`src/rtl/ftok_pkg.sv`:
```
// shared types, constants and character classes of the formula tokenizer
package ftok_pkg;

    localparam int MAX_FORMULA_LEN = 256;
    localparam int MAX_TOKEN_LEN   = 49;

    localparam int CHAR_W  = 8;
    localparam int POS_W   = $clog2(MAX_FORMULA_LEN + 1);
    localparam int START_W = 8;
    localparam int LEN_W   = 6;
    localparam int KIND_W  = 5;
    localparam int ERR_W   = 2;

    localparam int RQ_DEPTH = 4;
    localparam int RQ_PTR_W = $clog2(RQ_DEPTH);
    localparam int RQ_CNT_W = $clog2(RQ_DEPTH + 1);

    localparam logic [CHAR_W-1:0] CH_EQ     = 8'h3D;
    localparam logic [CHAR_W-1:0] CH_LPAREN = 8'h28;
    localparam logic [CHAR_W-1:0] CH_RPAREN = 8'h29;
    localparam logic [CHAR_W-1:0] CH_DOT    = 8'h2E;
    localparam logic [CHAR_W-1:0] CH_LT     = 8'h3C;
    localparam logic [CHAR_W-1:0] CH_GT     = 8'h3E;
    localparam logic [CHAR_W-1:0] CH_COLON  = 8'h3A;
    localparam logic [CHAR_W-1:0] CH_COMMA  = 8'h2C;
    localparam logic [CHAR_W-1:0] CH_PLUS   = 8'h2B;
    localparam logic [CHAR_W-1:0] CH_MINUS  = 8'h2D;
    localparam logic [CHAR_W-1:0] CH_STAR   = 8'h2A;
    localparam logic [CHAR_W-1:0] CH_SLASH  = 8'h2F;
    localparam logic [CHAR_W-1:0] CH_SPACE  = 8'h20;
    localparam logic [CHAR_W-1:0] CH_TAB    = 8'h09;
    localparam logic [CHAR_W-1:0] CH_CR     = 8'h0D;

    typedef enum logic [2:0] {
        M_IDLE, M_ALPHA, M_CELL, M_INT, M_FRAC, M_LT, M_GT, M_DEAD
    } t_mode;

    typedef enum logic [KIND_W-1:0] {
        K_EQ     = 5'd0,
        K_CELL   = 5'd1,
        K_NUM    = 5'd2,
        K_PLUS   = 5'd3,
        K_MINUS  = 5'd4,
        K_MUL    = 5'd5,
        K_DIV    = 5'd6,
        K_FUNC   = 5'd7,
        K_LPAREN = 5'd8,
        K_RPAREN = 5'd9,
        K_COLON  = 5'd10,
        K_LT     = 5'd11,
        K_GT     = 5'd12,
        K_LE     = 5'd13,
        K_GE     = 5'd14,
        K_NE     = 5'd15,
        K_COMMA  = 5'd16,
        K_EOF    = 5'd17,
        K_ERR    = 5'd18
    } t_kind;

    typedef enum logic [ERR_W-1:0] {
        E_NONE, E_IDENT, E_CHAR, E_LONG
    } t_err;

    typedef struct packed {
        t_kind               kind;
        logic [START_W-1:0]  start;
        logic [LEN_W-1:0]    length;
        t_err                err;
        logic                last;
        logic                done;
    } t_result;

    typedef struct packed {
        logic [1:0] num;
        t_result    res0;
        t_result    res1;
    } t_push;

    function automatic logic is_letter(input logic [CHAR_W-1:0] c);
        return (c inside {[8'h41:8'h5A], [8'h61:8'h7A]});
    endfunction

    function automatic logic is_digit(input logic [CHAR_W-1:0] c);
        return (c inside {[8'h30:8'h39]});
    endfunction

    function automatic logic is_space(input logic [CHAR_W-1:0] c);
        return (c inside {CH_SPACE, [CH_TAB:CH_CR]});
    endfunction

    function automatic logic is_single(input logic [CHAR_W-1:0] c);
        return (c inside {CH_EQ, CH_PLUS, CH_MINUS, CH_STAR, CH_SLASH,
                          CH_LPAREN, CH_RPAREN, CH_COLON, CH_COMMA});
    endfunction

    function automatic t_kind single_kind(input logic [CHAR_W-1:0] c);
        t_kind k;
        case (c)
            CH_EQ:     k = K_EQ;
            CH_PLUS:   k = K_PLUS;
            CH_MINUS:  k = K_MINUS;
            CH_STAR:   k = K_MUL;
            CH_SLASH:  k = K_DIV;
            CH_LPAREN: k = K_LPAREN;
            CH_RPAREN: k = K_RPAREN;
            CH_COLON:  k = K_COLON;
            CH_COMMA:  k = K_COMMA;
            default:   k = K_ERR;
        endcase
        return k;
    endfunction

    function automatic t_result make_result(input t_kind kind,
                                            input logic [START_W-1:0] start,
                                            input logic [LEN_W-1:0] length,
                                            input t_err err,
                                            input logic done);
        t_result r;
        r.kind   = kind;
        r.start  = start;
        r.length = length;
        r.err    = err;
        r.last   = 1'b0;
        r.done   = done;
        return r;
    endfunction

endpackage

```
`src/rtl/ftok_lexer.sv`:
```
// scanner state and per-item token decision, up to two results per item
module ftok_lexer
    import ftok_pkg::*;
(
    input  logic              i_clk,
    input  logic              i_rst_n,
    input  logic              i_fire,
    input  logic [CHAR_W-1:0] i_ch,
    input  logic              i_eof,
    output t_push             o_push
);

    typedef struct packed {
        logic  term;
        logic  eof_emit;
        logic  long_err;
        logic  ident_err;
        logic  flush;
        t_kind flush_kind;
        logic  flush_len2;
        logic  extend;
        t_mode ext_mode;
        logic  idle;
    } t_step;

    t_mode               r_mode,   n_mode;
    logic [POS_W-1:0]    r_pos,    n_pos;
    logic [START_W-1:0]  r_pstart, n_pstart;
    logic [LEN_W-1:0]    r_plen,   n_plen;

    t_step              s;
    logic               ext_over;
    logic               c_letter, c_digit, c_space, c_single;
    logic               c_unknown;
    logic [START_W-1:0] p_start;
    t_result            res_a, res_b;
    logic               a_v, b_v;

    assign c_letter  = is_letter(i_ch);
    assign c_digit   = is_digit(i_ch);
    assign c_space   = is_space(i_ch);
    assign c_single  = is_single(i_ch);
    assign c_unknown = !c_letter && !c_digit && !c_space && !c_single
                       && (i_ch != CH_LT) && (i_ch != CH_GT);
    assign p_start   = START_W'(r_pos);
    assign ext_over  = s.extend && (r_plen >= LEN_W'(MAX_TOKEN_LEN));

    // decode of the item against the current mode
    always_comb begin
        s            = '0;
        s.flush_kind = K_CELL;
        s.ext_mode   = r_mode;
        if (i_eof) begin
            s.term     = 1'b1;
            s.eof_emit = (r_mode != M_DEAD) && (r_mode != M_ALPHA);
            case (r_mode)
                M_ALPHA: s.ident_err = 1'b1;
                M_CELL: begin
                    s.flush      = 1'b1;
                    s.flush_kind = K_CELL;
                end
                M_INT, M_FRAC: begin
                    s.flush      = 1'b1;
                    s.flush_kind = K_NUM;
                end
                M_LT: begin
                    s.flush      = 1'b1;
                    s.flush_kind = K_LT;
                end
                M_GT: begin
                    s.flush      = 1'b1;
                    s.flush_kind = K_GT;
                end
                default: ;
            endcase
        end else if (r_mode != M_DEAD) begin
            if (r_pos >= POS_W'(MAX_FORMULA_LEN)) begin
                s.long_err = 1'b1;
            end else begin
                case (r_mode)
                    M_ALPHA: begin
                        if (c_letter) begin
                            s.extend = 1'b1;
                        end else if (c_digit) begin
                            s.extend   = 1'b1;
                            s.ext_mode = M_CELL;
                        end else if (i_ch == CH_LPAREN) begin
                            s.flush      = 1'b1;
                            s.flush_kind = K_FUNC;
                            s.idle       = 1'b1;
                        end else begin
                            s.ident_err = 1'b1;
                        end
                    end
                    M_CELL: begin
                        if (c_digit) begin
                            s.extend = 1'b1;
                        end else begin
                            s.flush      = 1'b1;
                            s.flush_kind = K_CELL;
                            s.idle       = 1'b1;
                        end
                    end
                    M_INT: begin
                        if (c_digit) begin
                            s.extend = 1'b1;
                        end else if (i_ch == CH_DOT) begin
                            s.extend   = 1'b1;
                            s.ext_mode = M_FRAC;
                        end else begin
                            s.flush      = 1'b1;
                            s.flush_kind = K_NUM;
                            s.idle       = 1'b1;
                        end
                    end
                    M_FRAC: begin
                        if (c_digit) begin
                            s.extend = 1'b1;
                        end else begin
                            s.flush      = 1'b1;
                            s.flush_kind = K_NUM;
                            s.idle       = 1'b1;
                        end
                    end
                    M_LT: begin
                        s.flush = 1'b1;
                        if (i_ch == CH_EQ) begin
                            s.flush_kind = K_LE;
                            s.flush_len2 = 1'b1;
                        end else if (i_ch == CH_GT) begin
                            s.flush_kind = K_NE;
                            s.flush_len2 = 1'b1;
                        end else begin
                            s.flush_kind = K_LT;
                            s.idle       = 1'b1;
                        end
                    end
                    M_GT: begin
                        s.flush = 1'b1;
                        if (i_ch == CH_EQ) begin
                            s.flush_kind = K_GE;
                            s.flush_len2 = 1'b1;
                        end else begin
                            s.flush_kind = K_GT;
                            s.idle       = 1'b1;
                        end
                    end
                    default: s.idle = 1'b1;
                endcase
            end
        end
    end

    // next state
    always_comb begin
        n_mode   = r_mode;
        n_pos    = r_pos;
        n_pstart = r_pstart;
        n_plen   = r_plen;
        if (i_fire) begin
            if (s.term) begin
                n_mode   = M_IDLE;
                n_pos    = '0;
                n_pstart = '0;
                n_plen   = '0;
            end else if (s.long_err) begin
                n_mode = M_DEAD;
                n_plen = '0;
            end else if (r_mode != M_DEAD) begin
                n_pos = r_pos + 1'b1;
                if (s.ident_err || ext_over) begin
                    n_mode = M_DEAD;
                    n_plen = '0;
                end else if (s.extend) begin
                    n_mode = s.ext_mode;
                    n_plen = r_plen + 1'b1;
                end
                if (s.flush) begin
                    n_mode = M_IDLE;
                    n_plen = '0;
                end
                if (s.idle) begin
                    n_mode = M_IDLE;
                    if (!c_space && !c_single) begin
                        n_pstart = p_start;
                        n_plen   = LEN_W'(1);
                        if (c_letter) begin
                            n_mode = M_ALPHA;
                        end else if (c_digit) begin
                            n_mode = M_INT;
                        end else if (i_ch == CH_LT) begin
                            n_mode = M_LT;
                        end else if (i_ch == CH_GT) begin
                            n_mode = M_GT;
                        end else begin
                            n_mode = M_DEAD;
                            n_plen = '0;
                        end
                    end
                end
            end
        end
    end

    // results: flushed token first, then the item's own result
    always_comb begin
        a_v   = 1'b0;
        b_v   = 1'b0;
        res_a = '0;
        res_b = '0;
        if (i_fire) begin
            if (s.flush) begin
                a_v   = 1'b1;
                res_a = make_result(s.flush_kind, r_pstart,
                                    s.flush_len2 ? LEN_W'(2) : r_plen, E_NONE, 1'b0);
            end
            b_v = 1'b1;
            if (s.ident_err) begin
                res_b = make_result(K_ERR, r_pstart, '0, E_IDENT, 1'b1);
            end else if (s.term && s.eof_emit) begin
                res_b = make_result(K_EOF, p_start, '0, E_NONE, 1'b1);
            end else if (s.long_err) begin
                res_b = make_result(K_ERR, p_start, '0, E_LONG, 1'b1);
            end else if (ext_over) begin
                res_b = make_result(K_ERR, r_pstart, '0, E_LONG, 1'b1);
            end else if (s.idle && c_single) begin
                res_b = make_result(single_kind(i_ch), p_start, LEN_W'(1), E_NONE, 1'b0);
            end else if (s.idle && c_unknown) begin
                res_b = make_result(K_ERR, p_start, '0, E_CHAR, 1'b1);
            end else begin
                b_v = 1'b0;
            end
        end
        o_push.num = {1'b0, a_v} + {1'b0, b_v};
        if (a_v) begin
            o_push.res0      = res_a;
            o_push.res1      = res_b;
            o_push.res0.last = !b_v;
            o_push.res1.last = 1'b1;
        end else begin
            o_push.res0      = res_b;
            o_push.res1      = res_b;
            o_push.res0.last = 1'b1;
        end
    end

    always_ff @(posedge i_clk) begin
        if (!i_rst_n) begin
            r_mode   <= M_IDLE;
            r_pos    <= '0;
            r_pstart <= '0;
            r_plen   <= '0;
        end else begin
            r_mode   <= n_mode;
            r_pos    <= n_pos;
            r_pstart <= n_pstart;
            r_plen   <= n_plen;
        end
    end

endmodule

```
`src/rtl/ftok_result_queue.sv`:
```
// small result queue taking up to two results per cycle, one out per cycle
module ftok_result_queue
    import ftok_pkg::*;
(
    input  logic    i_clk,
    input  logic    i_rst_n,
    input  t_push   i_push,
    input  logic    i_pop,
    output logic    o_room,
    output logic    o_valid,
    output t_result o_head
);

    t_result             r_mem [RQ_DEPTH];
    logic [RQ_PTR_W-1:0] r_wr, n_wr;
    logic [RQ_PTR_W-1:0] r_rd, n_rd;
    logic [RQ_CNT_W-1:0] r_cnt, n_cnt;
    logic [RQ_PTR_W-1:0] wr_next;

    assign wr_next = r_wr + 1'b1;
    assign o_room  = r_cnt <= RQ_CNT_W'(RQ_DEPTH - 2);
    assign o_valid = r_cnt != '0;
    assign o_head  = r_mem[r_rd];

    always_comb begin
        n_wr  = r_wr + RQ_PTR_W'(i_push.num);
        n_rd  = i_pop ? r_rd + 1'b1 : r_rd;
        n_cnt = r_cnt + RQ_CNT_W'(i_push.num) - RQ_CNT_W'(i_pop);
    end

    always_ff @(posedge i_clk) begin
        if (!i_rst_n) begin
            r_wr  <= '0;
            r_rd  <= '0;
            r_cnt <= '0;
        end else begin
            r_wr  <= n_wr;
            r_rd  <= n_rd;
            r_cnt <= n_cnt;
        end
    end

    always_ff @(posedge i_clk) begin
        if (i_push.num != 2'd0) begin
            r_mem[r_wr] <= i_push.res0;
        end
        if (i_push.num == 2'd2) begin
            r_mem[wr_next] <= i_push.res1;
        end
    end

endmodule

```
`src/rtl/formula_tokenizer.sv`:
```
// formula tokenizer top level: input register, lexer and result queue
//
//   channel  direction  handshake            payload
//   input    in         i_valid / o_stall    i_ch, i_end_of_formula
//   result   out        o_valid / i_stall    o_token_kind .. o_formula_done
//
// an item is taken each cycle while o_stall is low; its results are registered
// in the result queue; input stalls while three or more results wait in the
// four-entry queue, so that a two-result item always finds room
// synchronous active-low reset returns the lexer to idle at position zero
// and empties the result queue
module formula_tokenizer
    import ftok_pkg::*;
(
    input  logic                i_clk,
    input  logic                i_rst_n,
    input  logic                i_valid,
    output logic                o_stall,
    input  logic [CHAR_W-1:0]   i_ch,
    input  logic                i_end_of_formula,
    output logic                o_valid,
    input  logic                i_stall,
    output logic [KIND_W-1:0]   o_token_kind,
    output logic [START_W-1:0]  o_token_start,
    output logic [LEN_W-1:0]    o_token_length,
    output logic [ERR_W-1:0]    o_error_code,
    output logic                o_last_of_item,
    output logic                o_formula_done
);

    logic              r_in_valid, n_in_valid;
    logic [CHAR_W-1:0] r_ch;
    logic              r_eof;
    logic              load;
    logic              fire;
    logic              room;
    logic              pop;
    t_push             push;
    t_result           head;

    assign fire    = r_in_valid && room;
    assign o_stall = r_in_valid && !room;
    assign load    = i_valid && !o_stall;
    assign pop     = o_valid && !i_stall;

    always_comb begin
        n_in_valid = r_in_valid;
        if (load) begin
            n_in_valid = 1'b1;
        end else if (fire) begin
            n_in_valid = 1'b0;
        end
    end

    always_ff @(posedge i_clk) begin
        if (!i_rst_n) begin
            r_in_valid <= 1'b0;
        end else begin
            r_in_valid <= n_in_valid;
        end
    end

    always_ff @(posedge i_clk) begin
        if (load) begin
            r_ch  <= i_ch;
            r_eof <= i_end_of_formula;
        end
    end

    ftok_lexer u_lexer (
        .i_clk   (i_clk),
        .i_rst_n (i_rst_n),
        .i_fire  (fire),
        .i_ch    (r_ch),
        .i_eof   (r_eof),
        .o_push  (push)
    );

    ftok_result_queue u_queue (
        .i_clk   (i_clk),
        .i_rst_n (i_rst_n),
        .i_push  (push),
        .i_pop   (pop),
        .o_room  (room),
        .o_valid (o_valid),
        .o_head  (head)
    );

    assign o_token_kind   = head.kind;
    assign o_token_start  = head.start;
    assign o_token_length = head.length;
    assign o_error_code   = head.err;
    assign o_last_of_item = head.last;
    assign o_formula_done = head.done;

endmodule

```
`config.mk`:
```
export PLATFORM = sky130hd
export DESIGN_NAME = formula_tokenizer
export DESIGN_NICKNAME = d
export VERILOG_FILES = /design/src/rtl/ftok_pkg.sv /design/src/rtl/ftok_lexer.sv /design/src/rtl/ftok_result_queue.sv /design/src/rtl/formula_tokenizer.sv
export SDC_FILE = /design/constraint.sdc
export NUM_CORES = 1
export LEC_CHECK = 0
export ABC_AREA = 1
export BUFFER_PORTS_ARGS = -buffer_cell sky130_fd_sc_hd__buf_2
export CORE_MARGIN = 8
export CORE_UTILIZATION = 25
export DETAILED_ROUTE_END_ITERATION = 8
export GPL_ROUTABILITY_DRIVEN = 0
export PLACE_DENSITY = 0.43
export SYNTH_ARGS = -nofsm -noshare
export SYNTH_HDL_FRONTEND = slang
export SYNTH_HIERARCHICAL = 1
export SYNTH_SLANG_ARGS = --single-unit
```
`constraint.sdc`:
```
create_clock -name i_clk -period 4.76 [get_ports i_clk]
set_input_delay 0.952 -clock i_clk [delete_from_list [all_inputs] [get_ports i_clk]]
set_output_delay 0.952 -clock i_clk [all_outputs]
set_load 0.005 [all_outputs]
```
======== Yosys cells after proc, flatten, opt, wreduce, memory -nomap -nowiden ========
Memories as Yosys holds them, arrays and structs flattened. A register that Yosys moved wholly into a read port is not among the register bits.
Index checks and enable logic that the tools add are counted.
word-level totals
  logic and storage cells ................. 210
  register bits ........................... 43
  RAM bits ................................ 92
  memories kept ........................... 1
cells by class
  add/sub/neg operators ................... 8
  multiplexer cells ....................... 103
  eq/ne operators ......................... 31
  reduce and logical (&&, ||, !) cells .... 46
  magnitude comparators ................... 11
memories
  memory         depth  width  read ports  clocked after memory_dff  write ports  RTL line                 source
  u_queue.r_mem  4      23     1           1                         2            ftok_result_queue.sv:14  t_result r_mem [RQ_DEPTH];
operators by type and width
  operator             count
  $mux 23              9
  $mux 6               18
  $eq 8x6->1 const B   13
  $mux 46              1
  $pmux 5 s9           1
  $mux 8               5
  $mux 3               12
  $pmux 6 s6           1
  $mux 1               34
  $mux 9               3
  $pmux 6 s4           1
  $mux 7               3
  $mux 4               5
  $logic_and 1x1->1    19
  $ge 8x7->1 const B   2
  $le 8x7->1 const B   2
  $ne 8x6->1 const B   2
  $mux 14              1
  $ne 7x1->1 const B   2
  $ne 7x3->1 const B   2
  $reduce_bool 2->1    7
  $mux 13              1
  $reduce_and 10->1    1
  $add 9x1->9 const B  1
  37 further kinds     53

======== Longest topological paths before layout ========
  depth after elaboration ................. 21
  mapped depth ............................ 21
  mapped depth without buffers ............ 20

======== Modules after synthesis ========
The synthesis kept the hierarchy.
modules (own cells, without submodules)
  module             sequential area each (um2)  cells each  times used  area an instance (um2)
  ftok_result_queue  2942.8                      562         1           5382.7
  ftok_lexer         520.5                       517         1           2839.0
  formula_tokenizer  290.3                       21          1           337.8

======== Least setup slack after synthesis ========
OpenSTA, ideal clock, no wires.
  kind .................................... register -> register
  start ................................... register r_ch[1]
  end ..................................... memory u_queue/r_mem[1][0] (netlist name) (enable)
  required time ........................... 4.321 ns
  slack ................................... 0.488 ns
  stages on the path, launching flop included .. 14
  setup time .............................. 0.439 ns
  arrival time ............................ 3.833 ns
  path buffers ............................ 0
  period minus slack after synthesis ...... 4.272 ns
  cell sequence ........................... edfxtp_1 o21ai_0 nand2_1 nand2_1 nand2_1 nor2_2 nand3_2 nand3_1 nand2_2 nor3_1 nor2_1 ha_1 nor2_1 o31ai_1
RTL lines
  what                      RTL line                 source
  start: declaration        formula_tokenizer.sv:32  logic [CHAR_W-1:0] r_ch;
  start signal: assignment  formula_tokenizer.sv:65  r_ch <= i_ch;
  end: declaration          ftok_result_queue.sv:14

==> results summary <==
Walking the worst path, the cells encountered are o21ai_0, inv_1, nand3_1, nand2_1, nand2_1, o21ai_1, nand2_1, nand2_2, nor3_1, nor2_1, ha_1, nor2_1, o21ai_2, buf_4. Global routing used between 10% and 20% of the available tracks. The post-synthesis simple-gate area fraction is between 20% and 30%. The unique cell type count in the Yosys netlist came out at 43. The post-synth design cell area is 8560 um^2. In this run the horizontal extent of the chip is about 200 um.

The required time reported for the critical path endpoint is approximately 4900 ps. The number of inserted diodes came out at 0. The maximum number of buffers from clock root to sink is 2.

During placement, the flow inserted port buffers numbering 37. Counting flops and latches in the post-synthesis netlist gives 137. By area, the combinational part of the netlist is dominated by simple AND/OR/NAND/NOR gates. After detailed routing, the number of remaining DRC violations is 0. The library cell used most frequently in the layout, excluding fill and tap cells, is nand2_1. The portion of synthesized area spent on multiplexers is 0%. The most used flip-flop cell after synthesis is edfxtp_1. The number of antenna violations at the first check in global routing came out at 0. After clock tree synthesis, the flow added hold-fix buffers numbering 0.

The biggest area contributor in the post-synthesis netlist is edfxtp_1. The parity-gate share of the synthesized area counting xor and xnor cells came out at 0.409%. Summing the sequential cell areas from Yosys gives 43.9% of the chip area.

The clock sink count is about 140. The pre-antenna-repair detailed-routing pass consisted of 5 iterations. The pin count of the biggest net entering global routing came out at 52.

Setup repair after global routing left no endpoint under its margin. The latest clock arrival within the worst-skew pair came out at around 430 ps. The total CTS buffers came out at 17. The maximum fanout count along the critical path is 18. The die area is 40400 um^2. The growth of design area from synthesis to finish came out at 13.9%. The area share of fa/ha/maj cells after synthesis is between 1.5 and 2%. Summing the areas of all compound-gate instances in the mapped netlist gives slightly below 20% of the synthesized area. The endpoint arrival time on the critical path came out at 4040 ps. In this run the clock root is driven by a clkbuf_16. The clock-pin slew of the registers on the worst-case setup and hold paths came out at approximately 70 ps. The post-detailed-routing wire length came out at 22800 um. The starting DRC count in detailed routing came out at approximately 470.

The number of enable flip-flop cells after synthesis is slightly above 100. The worst clock skew on the final layout came out at around 18 ps. The number of buffers inserted by post-CTS setup repair is 0. The height of the die came out at just over 200 um. Max-cap violations in this run came to 0.

In this run the worst hold path is classified as reg2reg. Setup violations remaining at the end of the flow were counted as 0. The run finished with clean final reports. The critical path start-end classification is reg2reg.

The delay contributed by the slowest stage of the critical path is between 500 and 600 ps. The post-layout minimum cycle time came out at between 3000 and 4000 ps. The kind of end point of the critical path is a flip-flop. The row count is 67. The post-cts repair resize count is 0.

TritonCTS built the clock tree. The critical-path cell with the highest stage delay is nor2_1. Sorting the synthesized cells by area gives the leading types as edfxtp_1 (35%), nand2_1 (13%), dfxtp_1 (8.4%), inv_1 (6.9%), o21ai_2 (5.2%).

The transition time at the pin with the least slew margin is ~1200 ps. The proportion of netlist area held by the largest area contributor is between 30 and 40%. The final number of max-transition violations was 0. The top cell types in the final layout, fill and taps aside, are nand2_1 (294), inv_1 (158), edfxtp_1 (101). The highest clock frequency the design can meet is 257 MHz. The number of routed nets with antenna violations is 0.

The first global-routing pass estimated around 37000 um of wire. STA classifies the critical path startpoint as a flip-flop. The HPWL after detailed placement is about 16000 um.

The total non-filler cell area in the finished layout is ~10000 um^2. The fraction of synthesis flops using an asynchronous set or reset pin is 0%. The ratio of cells with drive above 1 in the final layout came out at between 10% and 20%. The final critical-path share of the clock period is 81.7%. After synthesis, the mean cell area works out to 7.78 um^2.

The number of vias per cell after detailed routing came out at between 4 and 5. The end-of-flow core utilization is 29.0%. At the end of the flow, the number of nets in the layout was between 1000 and 1500.

The initial core utilization is 25.5%. Pin placement for this block handled 38 I/O pins. The leftover overflow at the end of global routing is 0.

In the final routed layout, each cell accounts on average for about 14 um. IR analysis of the VDD net gives a maximum drop of ~200 uV. The via count came out at approximately 7000. Summed over all cells, the static leakage comes to around 4 nW. The core area is 33600 um^2. In this run the tightest slew margin relative to its limit is between 20% and 30%. The Yosys step of the flow raised 6 warnings. The deepest level of the CTS H-tree is 4. The cell count after synthesis is 1100. Counting stages on the worst path, the most repeated cell is nand2_1. In this run the cell area measured after placement is 9120 um^2. The via count of the first global-routing pass is slightly below 7000. The number of failing hold endpoints at the final stage came to 0. Power spread over the standard cell area amounts to ~370 nW/um^2. The summed negative setup slack over all endpoints is 0 ps.
==> cell families (layout without fill, tap and decap cells) <==
logic type / count (synthesis) / in the layout
flops: 137 / 137
compound gates: 270 / 270
simple gates: 455 / 455
fa+ha+maj: 12 / 12
buf+inv: 221 / 254
other cells: 1 / 5
xor+xnor: 4 / 4
==> Yosys cell counts, types with 2 or more instances <==
| cell | number |
|---|---|
| nand2_1 | 298 |
| inv_1 | 158 |
| edfxtp_1 | 101 |
| a21oi_1 | 77 |
| o21ai_0 | 66 |
| nor2_1 | 52 |
| nand3_1 | 51 |
| o21ai_2 | 51 |
| dfxtp_1 | 36 |
| o21ai_1 | 31 |
| o211ai_1 | 25 |
| nand2_2 | 21 |
| buf_6 | 16 |
| buf_2 | 12 |
| clkbuf_1 | 12 |
| ha_1 | 11 |
| inv_2 | 10 |
| nor2_2 | 9 |
| a211oi_1 | 8 |
| buf_4 | 7 |
| nor3_1 | 7 |
| o31ai_1 | 5 |
| xor2_1 | 4 |
| clkbuf_2 | 3 |
| nand3_2 | 3 |
| nor2_4 | 3 |
| nor3b_1 | 3 |
| and3_1 | 2 |
| clkinv_1 | 2 |
| nand3b_1 | 2 |
| nor4_1 | 2 |
==> metal layers <==
| metal | vias to the layer above | GRT usage (%) | part of all wire, % |
|---|---|---|---|
| met5 | - | 0 | 0 |
| met4 | 0 | 2.60 | 0.58 |
| met3 | 9 | 2.10 | 3.6 |
| met2 | 137 | 18.5 | 46 |
| met1 | 3179 | 15.3 | 50 |
| li1 | 3669 | - | - |
==> cell type report <==
type	instances	area [um^2]
timing repair buffer	52	298
clock buffer	17	425
inverter	170	638
tap	448	561
clock inverter	15	201
fill	3650	23900
sequential	137	3750
multi-input combinational	746	3870
==> final timing paths <==
path,from,endpoint,slack [ps],cells past startpoint
max,r_ch[1]$_DFFE_PP_,u_queue/r_mem[3][4]$_DFFE_PP_,870,14
min,u_queue/r_rd[1]$_SDFFE_PN0P_,u_queue/r_rd[1]$_SDFFE_PN0P_,480,2
max reg2reg,r_ch[1]$_DFFE_PP_,u_queue/r_mem[3][4]$_DFFE_PP_,870,14
min reg2reg,u_queue/r_rd[1]$_SDFFE_PN0P_,u_queue/r_rd[1]$_SDFFE_PN0P_,480,2
==> critical path, delay by kind of cell (launching register included) <==
family	cells	cell delay, ps
adders and majority gates	1	360
AOI/OAI and AO/OA	3	610
and+or+nand+nor	8	1770
buffers and inverters	2	380
DFF	1	490
==> stage by stage <==
| step | std cells | total power (W) | setup WS [ps] | hold WS [ps] |
|---|---|---|---|---|
| 2_1_floorplan | 1104 | 0.00196 | 488 | 436 |
| 3_3_place_gp | 1553 | 0.00224 | 863 | 455 |
| 3_5_place_dp | 1553 | 0.00224 | 885 | 460 |
| 4_1_cts | 1585 | 0.00367 | 868 | 471 |
| 5_1_grt | 1585 | 0.00382 | 493 | 506 |
| 6_report | 1585 | 0.00360 | 871 | 479 |
==> where the power goes <==
group	leakage [nW]	switching (W)	total, W	internal [W]
Clock	0.308	0.000604	0.00141	0.000807
Sequential	1.18	0.0000851	0.00145	0.00137
Combinational	2.51	0.000485	0.000737	0.000252
Total	4.00	0.00117	0.00360	0.00243
==> registers in the layout, indices dropped and copies added (netlist names), 3 cells and up, named ones only <==
register          flops
r_ch                  8
u_lexer/r_mode        3
u_lexer/r_plen        6
u_lexer/r_pos         9
u_lexer/r_pstart      8
u_queue/r_cnt         3
u_queue/r_mem        92
No activity file was read; power rests on OpenSTA's default activity.
